**src/hw/rtl/psfb_pkg.sv**
```systemverilog
`timescale 1ns / 1ps
package psfb_pkg;

	localparam int CFG_INDEX_W = 3;
	localparam int CFG_DATA_W  = 40;

	typedef enum logic [CFG_INDEX_W-1:0] {
		REG_SYN_LIMIT     = 3'd0,
		REG_UDP_LIMIT     = 3'd1,
		REG_ICMP_LIMIT    = 3'd2,
		REG_WINDOW_LENGTH = 3'd3,
		REG_BLOCK_LENGTH  = 3'd4
	} psfb_reg_t;

	localparam logic [31:0] SYN_LIMIT_RST     = 32'd200;
	localparam logic [31:0] UDP_LIMIT_RST     = 32'd500;
	localparam logic [31:0] ICMP_LIMIT_RST    = 32'd100;
	localparam logic [39:0] WINDOW_LENGTH_RST = 40'd1000000000;
	localparam logic [39:0] BLOCK_LENGTH_RST  = 40'd60000000000;

	localparam logic [15:0] ETH_IPV4             = 16'h0800;
	localparam logic [7:0]  PROTO_TCP            = 8'd6;
	localparam logic [7:0]  PROTO_UDP            = 8'd17;
	localparam logic [7:0]  PROTO_ICMP           = 8'd1;
	localparam logic [15:0] AMP_LEN_LIMIT        = 16'd512;
	localparam logic [15:0] DNS_SOURCE_PORT      = 16'd53;
	localparam logic [15:0] NTP_SOURCE_PORT      = 16'd123;
	localparam logic [15:0] MEMCACHE_SOURCE_PORT = 16'd11211;
	localparam logic [15:0] SSDP_SOURCE_PORT     = 16'd1900;
	localparam logic [15:0] CHARGEN_SOURCE_PORT  = 16'd19;

	localparam logic [2:0] REASON_UNPARSED = 3'd0;
	localparam logic [2:0] REASON_PASS     = 3'd1;
	localparam logic [2:0] REASON_AMP      = 3'd2;
	localparam logic [2:0] REASON_STILL    = 3'd3;
	localparam logic [2:0] REASON_NEW      = 3'd4;

	typedef struct packed {
		logic [31:0] syn_limit;
		logic [31:0] udp_limit;
		logic [31:0] icmp_limit;
		logic [39:0] window_length_ns;
		logic [39:0] block_length_ns;
	} psfb_cfg_t;

	typedef struct packed {
		logic [15:0] ether_type;
		logic [7:0]  ip_protocol;
		logic [31:0] src_address;
		logic        tcp_syn;
		logic        tcp_ack;
		logic [15:0] udp_source_port;
		logic [15:0] udp_length;
		logic        headers_complete;
		logic [63:0] timestamp_ns;
	} psfb_in_t;

	typedef struct packed {
		logic        drop;
		logic [2:0]  verdict_reason;
		logic [31:0] window_total;
		logic [31:0] window_syn;
		logic [31:0] window_udp;
		logic [31:0] window_icmp;
		logic [31:0] window_dropped;
	} psfb_out_t;

	typedef struct packed {
		logic        valid;
		logic [31:0] tag;
		logic [31:0] syn_hits;
		logic [31:0] udp_hits;
		logic [31:0] icmp_hits;
		logic [63:0] window_begin;
		logic        blocked_flag;
		logic [63:0] blocked_until;
	} psfb_entry_t;

	function automatic logic [31:0] sat_inc(input logic [31:0] v, input logic en);
		logic [31:0] r;
		r = v;
		if (en && v != 32'hFFFF_FFFF) begin
			r = v + 32'd1;
		end
		return r;
	endfunction

endpackage

```
**src/hw/rtl/psfb_cfg.sv**
```systemverilog
`timescale 1ns / 1ps
module psfb_cfg
	import psfb_pkg::*;
(
	input  logic                   clk,
	input  logic                   arst_n,
	input  logic                   we,
	input  logic [CFG_INDEX_W-1:0] index,
	input  logic [CFG_DATA_W-1:0]  data,
	output psfb_cfg_t              cfg
);

	psfb_cfg_t cfg_q;

	always_ff @(posedge clk or negedge arst_n) begin
		if (!arst_n) begin
			cfg_q.syn_limit        <= SYN_LIMIT_RST;
			cfg_q.udp_limit        <= UDP_LIMIT_RST;
			cfg_q.icmp_limit       <= ICMP_LIMIT_RST;
			cfg_q.window_length_ns <= WINDOW_LENGTH_RST;
			cfg_q.block_length_ns  <= BLOCK_LENGTH_RST;
		end else if (we) begin
			case (psfb_reg_t'(index))
				REG_SYN_LIMIT:     cfg_q.syn_limit        <= data[31:0];
				REG_UDP_LIMIT:     cfg_q.udp_limit        <= data[31:0];
				REG_ICMP_LIMIT:    cfg_q.icmp_limit       <= data[31:0];
				REG_WINDOW_LENGTH: cfg_q.window_length_ns <= data;
				REG_BLOCK_LENGTH:  cfg_q.block_length_ns  <= data;
				default: begin
				end
			endcase
		end
	end

	assign cfg = cfg_q;

endmodule

```
**config.mk**
```make
export PLATFORM = sky130hd
export DESIGN_NAME = psfb_cfg
export DESIGN_NICKNAME = d
export VERILOG_FILES = /design/src/hw/rtl/psfb_pkg.sv /design/src/hw/rtl/psfb_cfg.sv
export SDC_FILE = /design/constraint.sdc
export NUM_CORES = 1
export LEC_CHECK = 0
export ABC_AREA = 1
export BUFFER_PORTS_ARGS = -buffer_cell sky130_fd_sc_hd__buf_2
export CAP_MARGIN = 30
export CORE_AREA = 2 2 116 118
export CTS_CLUSTER_DIAMETER = 100
export DETAILED_ROUTE_END_ITERATION = 8
export DIE_AREA = 0 0 118 120
export PLACE_DENSITY = 0.84
export SYNTH_ARGS = -nofsm -noshare
export SYNTH_HDL_FRONTEND = slang
export SYNTH_SLANG_ARGS = --single-unit
```
**constraint.sdc**
```tcl
create_clock -name clk -period 1.1 [get_ports clk]
set_input_delay 0.165 -clock clk [delete_from_list [all_inputs] [get_ports clk]]
set_output_delay 0.165 -clock clk [all_outputs]
set_load 0.01 [all_outputs]
```
Yosys cells after proc, flatten, opt, wreduce, memory -nomap -nowiden --
Index checks and enable logic that the tools add are counted.
Storage, ports and cells: bits in registers 176, input bits 46, output and inout bits 176, logic and storage cells 15
Cells by class: eq/ne operators 4, reduce and logical (&&, ||, !) cells 6
Operators with widths (number):
- $reduce_and 2->1 | 5
- $eq 3x2->1 const B | 2
- $eq 3x1->1 const B | 1
- $eq 3x3->1 const B | 1
- $logic_not 3->1 | 1

Depth between registers and ports, before layout --
depth after elaboration 2, mapped depth 6, gate-level depth less buffers 5

Worst setup path before layout --
OpenSTA, ideal clock, no wires.
path kind input to register, start point in index[0], end point reg cfg_q (netlist bit cfg[0]), library setup time 117 ps, data arrival time 784 ps, required time 983 ps, setup slack 199 ps, stages on the path 6, path buffers 2, cells stage by stage nor2_1 buf_2 nand2_1 buf_2 nand2_1 nand2_1
Between the ends: longest elaborated chain between the ends 2
Ends and longest elaborated chain:
- from (decl) | RTL line psfb_cfg.sv:8 | input logic [CFG_INDEX_W-1:0] index,
- $eq 3x3->1 | RTL line psfb_cfg.sv:23 | case (psfb_reg_t'(index))
- $reduce_and 2->1 (no line)
- to (decl) | RTL line psfb_cfg.sv:13 | psfb_cfg_t cfg_q;
No other way between the ends. A chain may end at the register's enable or synchronous reset.

Worst setup path after layout --
start point reg cfg_q (netlist bit cfg[118]), end point out cfg[118] in the netlist's numbering
RTL lines:
- to (decl) | RTL line psfb_cfg.sv:10 | output psfb_cfg_t cfg
No word-level cell between the ends.

==> qor.yml <==
drt:
  vias: 7080
  drc: 0
  dr.pass1.iters: 5
  viasPerCell: 5.41
  postRouteAntennaNets: 0
  dr.first_iter.drc_count: 843
  wl_per_cell_um: 18.3
  finalWirelength_um: 23900
sta:
  setup_viol: 155
  worst-slew-pin-transition_ns: 0.319
  max_freq_mhz: 797
  finalCritPeriodShare_pct: 114
  worst_hold_slack_ns: 0.00903
  setup_ws_ns: -0.155
  hold_viol: 0
  drv_slew: 0
  fin_crit_ns: 1.26
  rsz0062_at_grt: "true"
  fin_tns_setup_ns: -7.52
  relSlewSlack_pct: 78.8
  final.setup_skew_ns: 0
outcome:
  status: "finished with violations"
  violations: "setup timing"
die:
  placementRows: 42
  initial_core_util_pct: 53.5
  die_w_um: 118
  die-area_mm2: 0.0142
  chipHeight_um: 120
  io-pin-count: 222
  core_area_mm2: 0.0130
cts:
  cts_made_buffers: 17
  cts_root_buffer: "clkbuf_16"
  clock-sinks: 176
  clk_pin_slew_worst_paths_ns: 0.08
  htree_num_levels: 4
  cts_tree: "yes"
  clk_latency_ns: 0.42
  cts_buffer_depth: 2
global_route:
  grt_use_total_pct: 32.0
  grt_pass1_vias: 6806
  grt_pass1_wl_um: 35300
  antenna_found_initial: 2
  grt_max_degree: 42
  grt_overflow: 0
placement:
  gp_congestion: 0.830
  dp_hpwl_um: 13700
  port_buffers: 221
finish:
  nets: 1165
  largest_reg_flops: 176
  mostFrequentLayoutCells: "nand2_1 (399), buf_2 (147), nand3_1 (136), dfrtp_1 (136), buf_4 (119)"
  drive_above_1_share_pct: 38.5
  synthToLayoutAreaGrowth_pct: 52.4
  final_common_cell: "nand2_1"
critical_path:
  slowest_stage: "dfstp_2"
  worstPathCellList: "buf_6"
  critPathBufInv: 1
  critPathTopFamily: "flip-flops"
  slowest_delay_ns: 0.56
  worstSetupStartpointType: "flop"
  arrival_ns: 1.09
  cp_max_fo: 2
  critPathKind: "reg2out"
  cp-end-kind: "output pin"
  required_ns: 0.94
pwr:
  power_density_mw_per_mm2: 1980
  peakVddDrop_mv: 1.08
  p_leak_nw: 5.90
synth:
  syn_nets: 818
  yosysSeqAreaShare_pct: 64.1
  yosysTopAreaCell: "dfrtp_1"
  yosys_register_bits: 176
  synth.avg_cell_area_um2: 9.00
  yosysUniqueCellTypes: 12
  netlist_area_mm2: 0.00695
  synth_top_area_share_pct: 49.0
  synth_warnings: 0
  synth_area_leaders: "dfrtp_1 (49%), nand2_1 (22%), dfstp_2 (15%)"
  synthCells: 772
hold_path:
  hp-class: "in2reg"
run:
  cap_violations: 0
-- synthesized netlist by cell type (all sizes together) --
master and instances:
buf 49, dfstp 40, nor2 5, dfrtp 136
inv 6, nand2 400, nand3 136
-- layer usage --
layer / up-vias / global-route usage [%] / share of wire, %
met2: 418 / 54.2 / 51
met1: 3443 / 39.3 / 37
met4: 2 / 15.4 / 3.9
met3: 89 / 6.80 / 8.1
li1: 3128 / - / -
met5: - / 0 / 0.067
-- power breakdown --
part | switching, mW | total, mW | internal [mW]
clock | 2.68 | 6.60 | 3.92
sequential | 0.853 | 8.75 | 7.90
combinational | 2.71 | 5.62 | 2.91
total | 6.25 | 21.0 | 14.7
-- cells by family after synthesis --
family,share of synthesized area [%]
buffers and inverters,3.94
flip-flops,64.1
AND/OR/NAND/NOR,32.0
-- worst paths after layout --
path / from / slack (ns) / end / cells after the start
max in group asynchronous: arst_n / 0.33 / cfg[69] / 3
min in group asynchronous: arst_n / 0.20 / cfg[38] / 2
hold reg to reg: cfg[17] / 0.47 / cfg[17] / 2
setup reg to reg: cfg[99] / 0.16 / cfg[99] / 4
setup / recovery: cfg[118] / -0.16 / cfg[118] / 1
hold / removal: data[6] / 0.009 / cfg[118] / 3
-- repair_timing --
| item | CTS | global route |
|---|---|---|
| endpoints found under the hold margin | 168 | 0 |
| hold buffers | 20 | 0 |
| resized for setup | 67 | 13 |
| setup buffers | 49 | 48 |
| setup endpoints to repair | 176 | 176 |
| gates cloned | 0 | 0 |
| pin swaps | 0 | 0 |
-- through the flow --
step	setup slack (ns)	cell area [µm²]	utilization [%]	std cells	power [mW]
floorplan	0.199	6950	-	772	10.4
global placement	0.00599	8560	66.0	1159	12.3
detailed placement	-0.0364	8560	66.0	1159	12.5
CTS	-0.166	10200	78.3	1260	20.1
global route	-0.183	10600	81.6	1309	21.8
finish	-0.155	10600	81.6	1309	21.0
-- cell type report --
cell class / count / area, µm²
Tap cell: 176 / 220
Antenna cell: 1 / 2.50
Sequential cell: 176 / 4450
Clock buffer: 19 / 443
Multi-Input combinational cell: 541 / 2250
Timing Repair Buffer: 377 / 3000
Fill cell: 724 / 2390
Inverter: 6 / 22.5
Clock inverter: 13 / 198
(Power assumes the default switching activity.)
