<file path="config.mk">
export PLATFORM = sky130hd
export DESIGN_NAME = psfb_ram
export DESIGN_NICKNAME = d
export VERILOG_FILES = /design/src/hw/rtl/psfb_ram.sv
export SDC_FILE = /design/constraint.sdc
export NUM_CORES = 1
export LEC_CHECK = 0
export ABC_CLOCK_PERIOD_IN_PS = 2530
export BUFFER_PORTS_ARGS = -buffer_cell sky130_fd_sc_hd__buf_2
export CORE_MARGIN = 2
export CORE_UTILIZATION = 40
export CTS_BUF_LIST = sky130_fd_sc_hd__clkbuf_8
export CTS_CLUSTER_SIZE = 24
export DETAILED_ROUTE_END_ITERATION = 16
export GPL_TIMING_DRIVEN = 0
export SYNTH_ARGS = -nofsm -noshare
export SYNTH_HDL_FRONTEND = slang
export SYNTH_SLANG_ARGS = --single-unit
</file>
<file path="constraint.sdc">
create_clock -name clk -period 2.53 [get_ports clk]
set_clock_uncertainty 0.2 [all_clocks]
set_input_delay 0.1265 -clock clk [delete_from_list [all_inputs] [get_ports clk]]
set_output_delay 0.1265 -clock clk [all_outputs]
set_load 0.01 [all_outputs]
</file>
<file path="src/hw/rtl/psfb_ram.sv">
`timescale 1ns / 1ps
module psfb_ram #(
	parameter int WIDTH = 8,
	parameter int DEPTH = 16
) (
	input  logic                     clk,
	input  logic                     we,
	input  logic [$clog2(DEPTH)-1:0] waddr,
	input  logic [WIDTH-1:0]         wdata,
	input  logic                     re,
	input  logic [$clog2(DEPTH)-1:0] raddr,
	output logic [WIDTH-1:0]         rdata
);

	logic [WIDTH-1:0] mem_q [DEPTH];
	logic [WIDTH-1:0] rdata_q;

	always_ff @(posedge clk) begin
		if (we) begin
			mem_q[waddr] <= wdata;
		end
		if (re) begin
			rdata_q <= mem_q[raddr];
		end
	end

	assign rdata = rdata_q;

endmodule

</file>
# [Word-level counts from Yosys, hierarchy flattened]
# Memories as Yosys holds them, arrays and structs flattened. A register that Yosys moved wholly into a read port is not among the register bits.
# Cells that the tools add are included.
[word_totals] n_memories=1 out_inout_bits=8 latchBits=0 reg_bits=0 elab_cells=3 romBits=0 ramBits=128
[memory_table] name="mem_q" words=16 width=8 read_ports=1 rd_clocked_by_memory_dff=1 write_ports=1 line="15" text="logic [WIDTH-1:0] mem_q [DEPTH];"
[classes] bitwise_logic=0 n_eq_ne=0 reduce_logical=0 multipliers=0 order_cmp=0 muxes=2 shift=0 div=0 addsub=0
[op_table] cell="two-way mux 1 bit" n=2

# [Logic depth before layout (Yosys ltp)]
# Gate-level depths: netlist of the first run.
[logic_depth] depth_word=2 mapped_depth=5 mapped_depth_nobuf=3

# [Least setup slack after synthesis of the first run]
# OpenSTA, ideal clock, no wires.
[synth_timing] kind="input port to flip-flop" start="input waddr[2]" end="memory mem_q[0][0], enable pin" setup_ns=0.383 setup_slack_ns=0.711 t_arrival_ns=1.236 path_buffers=0 cell_stages=2 cell_sequence="or3b_2 -> nor3_1"
[synth_lines] element="start: declaration" line="8" text="input logic [$clog2(DEPTH)-1:0] waddr,"
[synth_lines] element="end: declaration" line="15"
# No word-level cell before the write port.

==> flow_summary.html, run 1 <==
<table>
<tr><th>Metric</th><th>Value</th></tr>
<tr><th colspan="2">Floorplan</th></tr>
<tr><td>Starting density of the core</td><td>41.3%</td></tr>
<tr><td>Die H</td><td>118 um</td></tr>
<tr><td>Die X-Extent</td><td>118 um</td></tr>
<tr><td>Placeable core region</td><td>12700 um2</td></tr>
<tr><td>Top-level port count</td><td>27</td></tr>
<tr><td>Die Outline Area</td><td>14000 um2</td></tr>
<tr><td>Number of standard-cell rows in the floorplan</td><td>41</td></tr>
<tr><th colspan="2">Logic synthesis</th></tr>
<tr><td>Synth async-reset ratio</td><td>0%</td></tr>
<tr><td>Fraction of the yosys area taken by sequential cells</td><td>78.1%</td></tr>
<tr><td>Count of cell types in the netlist</td><td>18</td></tr>
<tr><td>Synthesized netlist cell count</td><td>229</td></tr>
<tr><td>Most area-hungry cell type in the Yosys netlist</td><td>sky130_fd_sc_hd__edfxtp_1</td></tr>
<tr><td>Number of warnings reported in the yosys synthesis log</td><td>0</td></tr>
<tr><td>Most frequent cells after synthesis</td><td>sky130_fd_sc_hd__edfxtp_1, sky130_fd_sc_hd__mux4_2, sky130_fd_sc_hd__a22oi_1, sky130_fd_sc_hd__mux4_1, sky130_fd_sc_hd__nor2_1</td></tr>
<tr><td>Avg Inst Size Synth</td><td>22.8 um2</td></tr>
<tr><td>Leading cell types by total area after synthesis</td><td>sky130_fd_sc_hd__edfxtp_1, sky130_fd_sc_hd__mux4_2, sky130_fd_sc_hd__mux4_1, sky130_fd_sc_hd__a22oi_1, sky130_fd_sc_hd__nor2_1</td></tr>
<tr><td>Number of synthesized flops with an enable pin</td><td>136</td></tr>
<tr><td>Most used flip-flop cell after synthesis</td><td>sky130_fd_sc_hd__edfxtp_1</td></tr>
<tr><td>Post-synth net total</td><td>248</td></tr>
<tr><td>Post-Syn Area</td><td>5230 um2</td></tr>
<tr><td>Post-synthesis register bit count</td><td>136</td></tr>
<tr><td>Most common cell in the synthesized netlist</td><td>sky130_fd_sc_hd__edfxtp_1</td></tr>
<tr><td>Area share of the largest cell type after synthesis</td><td>78.1%</td></tr>
<tr><th colspan="2">Place</th></tr>
<tr><td>Routability congestion estimate from global placement</td><td>0.726</td></tr>
<tr><td>Post-place setup slack</td><td>0.0657 ns</td></tr>
<tr><td>HPWL after detailed placement</td><td>6170 um</td></tr>
<tr><td>Port Buffers</td><td>25</td></tr>
<tr><th colspan="2">Route</th></tr>
<tr><td>Number of remaining DRC errors</td><td>0</td></tr>
<tr><td>Pre-antenna DRT Iters</td><td>4</td></tr>
<tr><td>Overall routed net length</td><td>9670 um</td></tr>
<tr><td>DR vias/cell</td><td>5.07</td></tr>
<tr><td>Number of nets with antenna violations after detailed routing</td><td>0</td></tr>
<tr><td>Count of routing violations after the opening detailed-route iteration</td><td>130</td></tr>
<tr><td>Routed wire length per instance</td><td>20.7 um</td></tr>
<tr><td>Via total after detailed routing</td><td>2368</td></tr>
<tr><th colspan="2">GRT</th></tr>
<tr><td>Antenna violations before repair</td><td>0</td></tr>
<tr><td>Number of global-route vias before repair</td><td>2430</td></tr>
<tr><td>GRT overflow</td><td>0</td></tr>
<tr><td>Pin count of the biggest net entering global routing</td><td>17</td></tr>
<tr><td>Global-route wire length before repair</td><td>14600 um</td></tr>
<tr><td>All-layer global routing usage</td><td>15.0%</td></tr>
<tr><th colspan="2">Power</th></tr>
<tr><td>Worst VDD drop</td><td>0.276 mV</td></tr>
<tr><td>Power per cell area</td><td>741 nW/um2</td></tr>
<tr><td>Leakage power total</td><td>1.99 nW</td></tr>
<tr><th colspan="2">Clock tree</th></tr>
<tr><td>Clock slew at reported path FFs</td><td>0.07 ns</td></tr>
<tr><td>Clock root buffer</td><td>sky130_fd_sc_hd__clkbuf_8</td></tr>
<tr><td>Buffers inserted by post-CTS timing repair</td><td>0</td></tr>
<tr><td># H-tree levels</td><td>4</td></tr>
<tr><td>Clock latency on the worst-skew pair</td><td>0.43 ns</td></tr>
<tr><td>Clock tree sinks</td><td>136</td></tr>
<tr><td>Number of instances resized during post-cts repair</td><td>0</td></tr>
<tr><td>Clock buffers created by TritonCTS</td><td>17</td></tr>
<tr><td>TritonCTS clock tree</td><td>done</td></tr>
<tr><td>Count of hold buffers inserted by post-cts repair</td><td>9</td></tr>
<tr><td>Deepest clock path buffer count</td><td>2</td></tr>
<tr><th colspan="2">Worst setup path</th></tr>
<tr><td>Setup CP Type</td><td>reg -&gt; reg</td></tr>
<tr><td>Critical-path top delay cell</td><td>sky130_fd_sc_hd__mux4_1</td></tr>
<tr><td>Maximum fanout count along the critical path</td><td>1</td></tr>
<tr><td>Maximum single-stage delay on the critical path</td><td>0.56 ns</td></tr>
<tr><td>Required time at the worst-slack endpoint</td><td>2.49 ns</td></tr>
<tr><td>Type of element launching the critical path</td><td>flop</td></tr>
<tr><td>Data arrival, critical path</td><td>1.80 ns</td></tr>
<tr><td>Type of element capturing the critical path</td><td>flop</td></tr>
<tr><td>Worst path top cell family by delay</td><td>multiplexers</td></tr>
<tr><td>Crit path cell chain</td><td>mux4_1, a22oi_1, nand2_1</td></tr>
<tr><td>Buf/Inv on CP</td><td>0</td></tr>
<tr><th colspan="2">STA</th></tr>
<tr><td>Hold violation count in the final report</td><td>0</td></tr>
<tr><td>Final period demand of the worst path</td><td>1.84 ns</td></tr>
<tr><td>Number of setup violations in the final report</td><td>0</td></tr>
<tr><td>F_max</td><td>0.544 GHz</td></tr>
<tr><td>Setup slack of the critical path after layout</td><td>0.691 ns</td></tr>
<tr><td>Final count of pins violating max slew</td><td>0</td></tr>
<tr><td>Transition time at the pin with the least slew margin</td><td>1.22 ns</td></tr>
<tr><td>Worst slew margin relative to its limit</td><td>18.3%</td></tr>
<tr><td>RSZ-0062 raised after global routing</td><td>no</td></tr>
<tr><td>Final Cycle Share</td><td>72.7%</td></tr>
<tr><td>Final-layout setup total negative slack</td><td>0 ns</td></tr>
<tr><th colspan="2">Cells and area</th></tr>
<tr><td>Count of fill cells added during filler insertion</td><td>1075</td></tr>
<tr><td>Ant diodes</td><td>0</td></tr>
<tr><td>Final net count</td><td>301</td></tr>
<tr><td>Signed area change from the synthesized netlist to the final layout</td><td>15.6%</td></tr>
<tr><td>Fraction of final layout cells sized beyond drive strength 1</td><td>27.5%</td></tr>
<tr><th colspan="2">Status</th></tr>
<tr><td>Run status</td><td>finished, final reports clean</td></tr>
<tr><th colspan="2">Job</th></tr>
<tr><td>Maximum Capacitance Violations</td><td>0</td></tr>
<tr><th colspan="2">Min path</th></tr>
<tr><td>Hold Crit Class</td><td>in -&gt; reg</td></tr>
</table>
metal layers:
layer  share of wire, %  GRT usage (%)
met1                 45           20.1
met2                 48           23.2
met3                4.7           3.47
met4                2.5           7.53
met5                  0              0
flip-flops by register name, summed over array words and instances, names as in the netlist:
signal	count
mem_q	128
rdata	8
report_power, final:
group | leakage (nW) | switching (W) | internal [W] | total, W
Sequential | 1.24 | 0.00000946 | 0.00254 | 0.00255
Combinational | 0.558 | 0.000144 | 0.000107 | 0.000251
Clock | 0.199 | 0.000741 | 0.000939 | 0.00168
Total | 1.99 | 0.000894 | 0.00358 | 0.00448
path summary, 6_finish.rpt:
check	from	endpoint	slack, ns	depth (start not counted)
max reg2reg	mem_q[5][0]	rdata[0]	0.69	3
max	mem_q[5][0]	rdata[0]	0.69	3
min reg2reg	mem_q[11][1]	rdata[1]	0.56	3
min	waddr[1]	mem_q[8][5]	0.008	2
logic make-up after synthesis:
family | synth area share (%)
muxes | 14.8
and+or+nand+nor | 3.14
buffers and inverters | 1.65
DFF | 78.1
AOI/OAI and AO/OA | 2.30
metrics by stage:
step                instance area (um2)  cells  hold slack (ns)  utilization (%)  total power (W)
floorplan                          5230    229           0.0254                -          0.00273
global placement                   5570    426            0.293             43.9          0.00283
CTS                                6030    467           0.0416             47.6          0.00452
global route                       6040    467           0.0201             47.7          0.00463
finish                             6040    467          0.00783             47.7          0.00448
detailed placement                 5570    426            0.295             43.9          0.00284
layout by cell type, fill, tap and decap left out, types with 3 or more instances in the layout:
cell type and instances:
sky130_fd_sc_hd__mux4_1 14, sky130_fd_sc_hd__bufinv_16 3, sky130_fd_sc_hd__a22oi_1 16, sky130_fd_sc_hd__clkdlybuf4s25_2 3, sky130_fd_sc_hd__nor2_1 13, sky130_fd_sc_hd__buf_6 3, sky130_fd_sc_hd__dlygate4sd3_1 9, sky130_fd_sc_hd__clkinv_2 5
sky130_fd_sc_hd__buf_2 28, sky130_fd_sc_hd__clkbuf_8 17, sky130_fd_sc_hd__mux4_2 18, sky130_fd_sc_hd__edfxtp_1 136, sky130_fd_sc_hd__nand2_1 9, sky130_fd_sc_hd__clkinv_1 6
area by class of cell:
cell class / instances / area (um2) / area share [%]
flip-flops and latches: 136 / 4080 / 67.6
plain buffers: 10 / 86.3 / 1.43
multi-input cells: 83 / 1070 / 17.7
clock buffers: 17 / 234 / 3.87
clock inverters: 15 / 141 / 2.34
repair buffers: 34 / 215 / 3.56
well taps: 172 / 215 / 3.56
(Power assumes the default switching activity.)
==> run 2, diff against run 1 <==
ABC_AREA = 1   (was unset)
ABC_CLOCK_PERIOD_IN_PS = 1800   (was 2530)
clock period = 1.8 ns   (was 2.53 ns; I/O delays follow)
==> flow_summary.html, run 2 <==
<table>
<tr><th>Metric</th><th>Value</th></tr>
<tr><th colspan="2">Logic synthesis</th></tr>
<tr><td>Most common cell in the synthesized netlist</td><td>sky130_fd_sc_hd__nand2_1</td></tr>
<tr><td>Post-Syn Area</td><td>5850 um2 (+12%)</td></tr>
<tr><td>Synthesized netlist cell count</td><td>551 (+140%)</td></tr>
<tr><td>Synth async-reset ratio</td><td>0% (unchanged)</td></tr>
<tr><td>Avg Inst Size Synth</td><td>10.6 um2 (-54%)</td></tr>
<tr><td>Most area-hungry cell type in the Yosys netlist</td><td>sky130_fd_sc_hd__edfxtp_1</td></tr>
<tr><td>Post-synthesis register bit count</td><td>136 (unchanged)</td></tr>
<tr><td>Post-synth net total</td><td>570 (+130%)</td></tr>
<tr><td>Number of warnings reported in the yosys synthesis log</td><td>0 (unchanged)</td></tr>
<tr><td>Fraction of the yosys area taken by sequential cells</td><td>69.8% (-8.3 points)</td></tr>
<tr><td>Area share of the largest cell type after synthesis</td><td>69.8% (-8.3 points)</td></tr>
<tr><td>Number of synthesized flops with an enable pin</td><td>136 (unchanged)</td></tr>
<tr><td>Most used flip-flop cell after synthesis</td><td>sky130_fd_sc_hd__edfxtp_1</td></tr>
<tr><td>Most frequent cells after synthesis</td><td>sky130_fd_sc_hd__nand2_1, sky130_fd_sc_hd__edfxtp_1, sky130_fd_sc_hd__inv_1, sky130_fd_sc_hd__nand3_1, sky130_fd_sc_hd__nor2_1</td></tr>
<tr><td>Count of cell types in the netlist</td><td>11 (-7)</td></tr>
<tr><td>Leading cell types by total area after synthesis</td><td>sky130_fd_sc_hd__edfxtp_1, sky130_fd_sc_hd__nand2_1, sky130_fd_sc_hd__nand3_1, sky130_fd_sc_hd__inv_1, sky130_fd_sc_hd__buf_6</td></tr>
<tr><th colspan="2">STA</th></tr>
<tr><td>Final Cycle Share</td><td>92.8%</td></tr>
<tr><td>WHS</td><td>0.0374 ns (+0.0295 ns)</td></tr>
<tr><td>Final-layout setup total negative slack</td><td>0 ns (unchanged)</td></tr>
<tr><td>Final period demand of the worst path</td><td>1.67 ns</td></tr>
<tr><td>RSZ-0062 raised after global routing</td><td>no</td></tr>
<tr><td>Number of setup violations in the final report</td><td>0 (unchanged)</td></tr>
<tr><td>F_max</td><td>0.599 GHz</td></tr>
<tr><td>Final count of pins violating max slew</td><td>0 (unchanged)</td></tr>
<tr><td>Transition time at the pin with the least slew margin</td><td>1.01 ns (-0.207 ns)</td></tr>
<tr><td>Hold violation count in the final report</td><td>0 (unchanged)</td></tr>
<tr><td>Worst slew margin relative to its limit</td><td>32.5% (+14 points)</td></tr>
<tr><th colspan="2">Route</th></tr>
<tr><td>Pre-antenna DRT Iters</td><td>5 (+1)</td></tr>
<tr><td>DR vias/cell</td><td>4.91 (-3.1%)</td></tr>
<tr><td>Via total after detailed routing</td><td>3929 (+66%)</td></tr>
<tr><td>Count of routing violations after the opening detailed-route iteration</td><td>379 (+190%)</td></tr>
<tr><td>Overall routed net length</td><td>14100 um (+46%)</td></tr>
<tr><td>Number of remaining DRC errors</td><td>0 (unchanged)</td></tr>
<tr><td>Routed wire length per instance</td><td>17.6 um (-15%)</td></tr>
<tr><td>Number of nets with antenna violations after detailed routing</td><td>0 (unchanged)</td></tr>
<tr><th colspan="2">Cells and area</th></tr>
<tr><td>Post-route standard cell area excluding fillers</td><td>6670 um2 (+10%)</td></tr>
<tr><td>Fraction of final layout cells sized beyond drive strength 1</td><td>11.9% (-16 points)</td></tr>
<tr><td>Flip-flop count of the largest register, all copies and words added</td><td>128 (unchanged)</td></tr>
<tr><td>Final net count</td><td>622 (+110%)</td></tr>
<tr><td>Highest-count cells in the layout ignoring fill and taps</td><td>sky130_fd_sc_hd__nand2_1, sky130_fd_sc_hd__edfxtp_1, sky130_fd_sc_hd__inv_1, sky130_fd_sc_hd__nand3_1, sky130_fd_sc_hd__buf_2</td></tr>
<tr><td>Final core utilization</td><td>46.3% (-1.4 points)</td></tr>
<tr><td>Ant diodes</td><td>0 (unchanged)</td></tr>
<tr><td>Signed area change from the synthesized netlist to the final layout</td><td>14.1%</td></tr>
<tr><td>Largest register by flop count</td><td>mem_q</td></tr>
<tr><td>Commonest non-fill, non-tap cell in the layout</td><td>sky130_fd_sc_hd__nand2_1</td></tr>
<tr><th colspan="2">Worst setup path</th></tr>
<tr><td>Maximum fanout count along the critical path</td><td>10 (+9)</td></tr>
<tr><td>Critical R2R Launch</td><td>mem_q[10][5]</td></tr>
<tr><td>Required time at the worst-slack endpoint</td><td>1.80 ns (-0.69 ns)</td></tr>
<tr><td>Type of element capturing the critical path</td><td>flop</td></tr>
<tr><td>Crit path cell chain</td><td>dlygate4sd3_1, buf_2, inv_1, buf_4, nand3_1, nand3_1, nand2_1</td></tr>
<tr><td>Launch point of the worst path</td><td>raddr[2]</td></tr>
<tr><td>Data arrival, critical path</td><td>1.67 ns (-0.13 ns)</td></tr>
<tr><td>Setup crit end</td><td>rdata[4]</td></tr>
<tr><td>Most frequent cell on the critical path</td><td>sky130_fd_sc_hd__nand3_1</td></tr>
<tr><td>Worst r2r dst</td><td>rdata[5]</td></tr>
<tr><td>Type of element launching the critical path</td><td>primary input</td></tr>
<tr><td>R2R setup slack</td><td>0.41 ns (-0.28 ns)</td></tr>
<tr><td>Critical-path top delay cell</td><td>sky130_fd_sc_hd__dlygate4sd3_1</td></tr>
<tr><td>Worst path depth</td><td>7 (+4)</td></tr>
<tr><td>Worst r2r path cells</td><td>6 (+3)</td></tr>
<tr><td>Maximum single-stage delay on the critical path</td><td>0.53 ns (-0.03 ns)</td></tr>
<tr><td>Buf/Inv on CP</td><td>4 (+4)</td></tr>
<tr><td>Worst path top cell family by delay</td><td>buffers and inverters</td></tr>
<tr><td>Setup CP Type</td><td>in -&gt; reg</td></tr>
<tr><th colspan="2">Floorplan</th></tr>
<tr><td>Die H</td><td>125 um (+5.6%)</td></tr>
<tr><td>Placeable core region</td><td>14400 um2 (+14%)</td></tr>
<tr><td>Die Outline Area</td><td>15600 um2 (+11%)</td></tr>
<tr><td>Number of standard-cell rows in the floorplan</td><td>44 (+7.3%)</td></tr>
<tr><td>Die X-Extent</td><td>125 um (+5.6%)</td></tr>
<tr><td>Starting density of the core</td><td>40.5% (-0.72 points)</td></tr>
<tr><td>Top-level port count</td><td>27 (unchanged)</td></tr>
<tr><th colspan="2">Clock tree</th></tr>
<tr><td>Clock root buffer</td><td>sky130_fd_sc_hd__clkbuf_8</td></tr>
<tr><td># H-tree levels</td><td>4 (unchanged)</td></tr>
<tr><td>Clock buffers created by TritonCTS</td><td>17 (unchanged)</td></tr>
<tr><td>Clock tree sinks</td><td>136 (unchanged)</td></tr>
<tr><td>TritonCTS clock tree</td><td>done</td></tr>
<tr><td>Clock latency on the worst-skew pair</td><td>0.45 ns (+0.02 ns)</td></tr>
<tr><td>Clock slew at reported path FFs</td><td>0.07 ns (about the same)</td></tr>
<tr><td>Deepest clock path buffer count</td><td>2 (unchanged)</td></tr>
<tr><td>Number of instances resized during post-cts repair</td><td>0 (unchanged)</td></tr>
<tr><th colspan="2">Place</th></tr>
<tr><td>Port Buffers</td><td>23 (-8.0%)</td></tr>
<tr><td>Routability congestion estimate from global placement</td><td>0.907 (+25%)</td></tr>
<tr><td>Placed cell areas</td><td>6190 um2 (+11%)</td></tr>
<tr><td>HPWL after detailed placement</td><td>9410 um (+52%)</td></tr>
<tr><th colspan="2">Power</th></tr>
<tr><td>Worst VDD drop</td><td>0.403 mV (+46%)</td></tr>
<tr><td>Design Power</td><td>0.00651 W (+45%)</td></tr>
<tr><td>Power per cell area</td><td>975 nW/um2 (+32%)</td></tr>
<tr><td>Leakage power total</td><td>2.87 nW (+44%)</td></tr>
<tr><th colspan="2">GRT</th></tr>
<tr><td>All-layer global routing usage</td><td>19.0% (+4.0 points)</td></tr>
<tr><td>Number of global-route vias before repair</td><td>3865 (+59%)</td></tr>
<tr><td>Global-route wire length before repair</td><td>21900 um (+50%)</td></tr>
<tr><td>Antenna violations before repair</td><td>0 (unchanged)</td></tr>
<tr><td>GRT overflow</td><td>0 (unchanged)</td></tr>
<tr><td>Pin count of the biggest net entering global routing</td><td>17 (unchanged)</td></tr>
<tr><th colspan="2">Job</th></tr>
<tr><td>Maximum Capacitance Violations</td><td>0 (unchanged)</td></tr>
<tr><th colspan="2">Status</th></tr>
<tr><td>Run status</td><td>finished, final reports clean</td></tr>
<tr><th colspan="2">Min path</th></tr>
<tr><td>Hold Crit Class</td><td>in -&gt; reg</td></tr>
</table>
## run 2: cell type report
type,count,area (um2)
plain buffers,24,166
clock buffers,17,234
clock inverters,15,146
fillers,1374,7750
inverters,102,383
multi-input cells,289,1210
flip-flops and latches,136,4080
well taps,184,230
repair buffers,33,215
## run 2: tightest hold or removal path: cells and delay by family
family                 cells  cell delay, ns
buffers and inverters      1            0.20
AND/OR/NAND/NOR            2            0.22
## run 2: worst min path at each step
stage,cells after the start,endpoint,from
floorplan,0,mem_q[0][0],wdata[0]
global placement,1,rdata[7],re
detailed placement,1,rdata[5],re
CTS,3,rdata[7],raddr[3]
global route,3,rdata[0],raddr[3]
finish,3,rdata[7],raddr[3]
## run 2: through the flow
stage               setup WS, ns  instances
floorplan                  0.559        551
global placement          0.0404        758
detailed placement       -0.0653        758
CTS                        0.184        800
global route              0.0809        800
finish                     0.130        800
## run 2: kinds of logic after synthesis
group                  share of synthesized area [%]
buffers and inverters                           9.39
and+or+nand+nor                                 20.8
DFF                                             69.8
## run 2: layer usage
metal	GRT usage [%]	wire, um	up-vias
li1	-	-	1884
met5	0	0	-
met3	4.55	1050	27
met1	25.9	6160	1857
met4	8.82	336	0
met2	29.0	6560	161
## run 2: repair_timing
item	in CTS	in global routing
hold endpoints to repair	140	0
endpoints found under the setup margin	0	0
buffers inserted	0	0
hold buffers	10	0
## run 2: where the power goes
group / internal (W) / leakage [nW] / total, W / switching, W
logic: 0.000147 / 1.43 / 0.000479 / 0.000331
clock network: 0.00132 / 0.206 / 0.00245 / 0.00112
registers: 0.00356 / 1.24 / 0.00358 / 0.0000170
total: 0.00504 / 2.87 / 0.00651 / 0.00147
==> run 3, diff against run 2 <==
CAP_MARGIN = 0   (was unset)
CORE_UTILIZATION = 60   (was 40)
PLACE_DENSITY = 0.78   (was unset)
==> flow_summary.html, run 3 (same netlist as run 2, synthesis figures left out) <==
<table>
<tr><th>Metric</th><th>Value</th></tr>
<tr><th colspan="2">Floorplan</th></tr>
<tr><td>Placeable core region</td><td>9590 um2 (-33%)</td></tr>
<tr><td>Number of standard-cell rows in the floorplan</td><td>36 (-18%)</td></tr>
<tr><td>Starting density of the core</td><td>60.9% (+20 points)</td></tr>
<tr><td>Die H</td><td>103 um (-18%)</td></tr>
<tr><td>Die X-Extent</td><td>103 um (-18%)</td></tr>
<tr><td>Die Outline Area</td><td>10600 um2 (-32%)</td></tr>
<tr><td>Top-level port count</td><td>27 (unchanged)</td></tr>
<tr><th colspan="2">Power</th></tr>
<tr><td>Combinational fraction of design power</td><td>7.2% (-0.2 points)</td></tr>
<tr><td>Design Power</td><td>0.00665 W (+2.2%)</td></tr>
<tr><td>Int Power</td><td>0.00509 W (+0.99%)</td></tr>
<tr><td>Sw Ratio</td><td>23.6% (+0.95 points)</td></tr>
<tr><td>Net Switching</td><td>0.00157 W (+6.5%)</td></tr>
<tr><td>Power per cell area</td><td>1000 nW/um2 (+2.7%)</td></tr>
<tr><td>Worst VDD drop</td><td>0.658 mV (+63%)</td></tr>
<tr><td>Clk network pwr share</td><td>39.0% (+1.4 points)</td></tr>
<tr><td>Share of power burned in registers</td><td>53.8% (-1.2 points)</td></tr>
<tr><td>Leakage power total</td><td>2.87 nW (-0.16%)</td></tr>
<tr><th colspan="2">Worst setup path</th></tr>
<tr><td>Worst r2r dst</td><td>rdata[1]</td></tr>
<tr><td>Data arrival, critical path</td><td>1.67 ns (about the same)</td></tr>
<tr><td>Critical R2R Launch</td><td>mem_q[10][1]</td></tr>
<tr><td>R2R setup slack</td><td>0.39 ns (-0.02 ns)</td></tr>
<tr><td>Setup CP Type</td><td>in -&gt; reg</td></tr>
<tr><td>Maximum single-stage delay on the critical path</td><td>0.54 ns (about the same)</td></tr>
<tr><td>Required time at the worst-slack endpoint</td><td>1.79 ns (about the same)</td></tr>
<tr><td>Type of element launching the critical path</td><td>primary input</td></tr>
<tr><td>Worst r2r path cells</td><td>6 (unchanged)</td></tr>
<tr><td>Critical-path top delay cell</td><td>sky130_fd_sc_hd__dlygate4sd3_1</td></tr>
<tr><td>Type of element capturing the critical path</td><td>flop</td></tr>
<tr><td>Worst path top cell family by delay</td><td>buffers and inverters</td></tr>
<tr><td>Buf/Inv on CP</td><td>4 (unchanged)</td></tr>
<tr><td>Crit path cell chain</td><td>dlygate4sd3_1, buf_2, inv_1, buf_4, nand3_1, nand3_1, nand2_1</td></tr>
<tr><td>Maximum fanout count along the critical path</td><td>10 (unchanged)</td></tr>
<tr><td>Most frequent cell on the critical path</td><td>sky130_fd_sc_hd__nand3_1</td></tr>
<tr><td>Worst path depth</td><td>7 (unchanged)</td></tr>
<tr><th colspan="2">Min path</th></tr>
<tr><td>Hold Crit Class</td><td>in -&gt; reg</td></tr>
<tr><td>Worst min-delay path endpoint</td><td>rdata[3]</td></tr>
<tr><td>Cell depth of the worst hold path</td><td>3 (unchanged)</td></tr>
<tr><td>Hold_sp</td><td>raddr[3]</td></tr>
<tr><th colspan="2">Clock tree</th></tr>
<tr><td>Clock slew at reported path FFs</td><td>0.08 ns (about the same)</td></tr>
<tr><td>Deepest clock path buffer count</td><td>2 (unchanged)</td></tr>
<tr><td>TritonCTS clock tree</td><td>done</td></tr>
<tr><td>Clock tree sinks</td><td>136 (unchanged)</td></tr>
<tr><td>Clock root buffer</td><td>sky130_fd_sc_hd__clkbuf_8</td></tr>
<tr><td>Buffers inserted by post-CTS timing repair</td><td>0 (unchanged)</td></tr>
<tr><td>Clock buffers created by TritonCTS</td><td>17 (unchanged)</td></tr>
<tr><td>Clock latency on the worst-skew pair</td><td>0.43 ns (-0.02 ns)</td></tr>
<tr><td># H-tree levels</td><td>4 (unchanged)</td></tr>
<tr><td>Number of instances resized during post-cts repair</td><td>0 (unchanged)</td></tr>
<tr><th colspan="2">Route</th></tr>
<tr><td>Count of routing violations after the opening detailed-route iteration</td><td>417 (+10%)</td></tr>
<tr><td>Routed wire length per instance</td><td>17.7 um (+0.30%)</td></tr>
<tr><td>Number of nets with antenna violations after detailed routing</td><td>0 (unchanged)</td></tr>
<tr><td>Via total after detailed routing</td><td>3996 (+1.7%)</td></tr>
<tr><td>Overall routed net length</td><td>13200 um (-6.1%)</td></tr>
<tr><td>Pre-antenna DRT Iters</td><td>5 (unchanged)</td></tr>
<tr><td>Number of remaining DRC errors</td><td>0 (unchanged)</td></tr>
<tr><td>DR vias/cell</td><td>5.34 (+8.6%)</td></tr>
<tr><th colspan="2">GRT</th></tr>
<tr><td>Number of global-route vias before repair</td><td>3722 (-3.7%)</td></tr>
<tr><td>Antenna violations before repair</td><td>0 (unchanged)</td></tr>
<tr><td>Pin count of the biggest net entering global routing</td><td>17 (unchanged)</td></tr>
<tr><td>Global-route wire length before repair</td><td>20100 um (-8.5%)</td></tr>
<tr><td>All-layer global routing usage</td><td>27.2% (+8.2 points)</td></tr>
<tr><td>GRT overflow</td><td>0 (unchanged)</td></tr>
<tr><th colspan="2">STA</th></tr>
<tr><td>Number of setup violations in the final report</td><td>0 (unchanged)</td></tr>
<tr><td>WHS</td><td>0.0263 ns (-0.0110 ns)</td></tr>
<tr><td>Hold violation count in the final report</td><td>0 (unchanged)</td></tr>
<tr><td>Final period demand of the worst path</td><td>1.68 ns (+0.00923 ns)</td></tr>
<tr><td>Final-layout setup total negative slack</td><td>0 ns (unchanged)</td></tr>
<tr><td>Transition time at the pin with the least slew margin</td><td>0.882 ns (-0.127 ns)</td></tr>
<tr><td>Final count of pins violating max slew</td><td>0 (unchanged)</td></tr>
<tr><td>Worst slew margin relative to its limit</td><td>41.0% (+8.5 points)</td></tr>
<tr><td>Final Cycle Share</td><td>93.3% (+0.51 points)</td></tr>
<tr><td>RSZ-0062 raised after global routing</td><td>no</td></tr>
<tr><td>F_max</td><td>0.596 GHz (-0.55%)</td></tr>
<tr><th colspan="2">Cells and area</th></tr>
<tr><td>Final net count</td><td>622 (unchanged)</td></tr>
<tr><td>Commonest non-fill, non-tap cell in the layout</td><td>sky130_fd_sc_hd__nand2_1</td></tr>
<tr><td>Signed area change from the synthesized netlist to the final layout</td><td>13.6%</td></tr>
<tr><td>Largest register by flop count</td><td>mem_q</td></tr>
<tr><td>Ant diodes</td><td>0 (unchanged)</td></tr>
<tr><td>Flip-flop count of the largest register, all copies and words added</td><td>128 (unchanged)</td></tr>
<tr><td>Highest-count cells in the layout ignoring fill and taps</td><td>sky130_fd_sc_hd__nand2_1, sky130_fd_sc_hd__edfxtp_1, sky130_fd_sc_hd__inv_1, sky130_fd_sc_hd__nand3_1, sky130_fd_sc_hd__buf_2</td></tr>
<tr><td>Fraction of final layout cells sized beyond drive strength 1</td><td>12.7% (+0.81 points)</td></tr>
<tr><th colspan="2">Status</th></tr>
<tr><td>Run status</td><td>finished, final reports clean</td></tr>
<tr><th colspan="2">Place</th></tr>
<tr><td>Port Buffers</td><td>23 (unchanged)</td></tr>
<tr><td>Routability congestion estimate from global placement</td><td>0.944 (+4.1%)</td></tr>
<tr><td>HPWL after detailed placement</td><td>8570 um (-8.9%)</td></tr>
<tr><th colspan="2">Job</th></tr>
<tr><td>Maximum Capacitance Violations</td><td>0 (unchanged)</td></tr>
</table>
## run 3: cell count changes in the layout (fill, tap and decap cells not counted), sizes merged
cell / before / now
clkinvlp: 2 / 3
inv: 107 / 106
## run 3: power by group through the flow
stage / logic, W / registers, W / clock network, W
6_report: 0.000477 / 0.00358 / 0.00260
5_1_grt: 0.000522 / 0.00359 / 0.00275
4_1_cts: 0.000468 / 0.00358 / 0.00259
3_5_place_dp: 0.000450 / 0.00365 / 0
3_3_place_gp: 0.000439 / 0.00365 / 0
2_1_floorplan: 0.000250 / 0.00366 / 0
## run 3: timing repair
item	4_1_cts	5_1_grt
setup endpoints to repair	0	0
hold buffers	10	0
endpoints found under the hold margin	139	0
## run 3: worst max-delay path by stage
stage | from | to | slack (ns)
3_5_place_dp | waddr[3] | mem_q[5][0] | 0.05
5_1_grt | raddr[2] | rdata[3] | 0.09
3_3_place_gp | waddr[3] | mem_q[5][7] | 0.08
4_1_cts | raddr[2] | rdata[3] | 0.20
6_report | raddr[2] | rdata[3] | 0.12
2_1_floorplan | waddr[2] | mem_q[10][0] | 0.56
## run 3: stage by stage
step	std cells	cell area (um2)	worst slack (ns)	util, %
2_1_floorplan	551	5850	0.559	-
3_3_place_gp	707	6130	0.0826	63.9
3_5_place_dp	707	6130	0.0481	63.9
4_1_cts	749	6640	0.200	69.2
5_1_grt	749	6640	0.0890	69.2
6_report	749	6640	0.121	69.2
## run 3: cell type report
type / count / area, um2
plain buffers: 24 / 166
inverters: 102 / 383
well taps: 133 / 166
flip-flops and latches: 136 / 4080
clock buffers: 17 / 234
fillers: 723 / 2950
multi-input cells: 289 / 1210
clock inverters: 15 / 178
repair buffers: 33 / 215
## run 3: tightest hold or removal path, stage by stage
cell and delay, ns:
sky130_fd_sc_hd__buf_1 0.20, sky130_fd_sc_hd__nand3_1 0.14, sky130_fd_sc_hd__nand2_1 0.06
## run 3: layer usage
metal	vias up	wire length, um	global-route usage [%]
li1	1884	-	-
met1	1860	5490	39.1
met2	233	6180	41.7
met3	19	1390	6.44
met4	0	174	8.72
met5	-	0	0
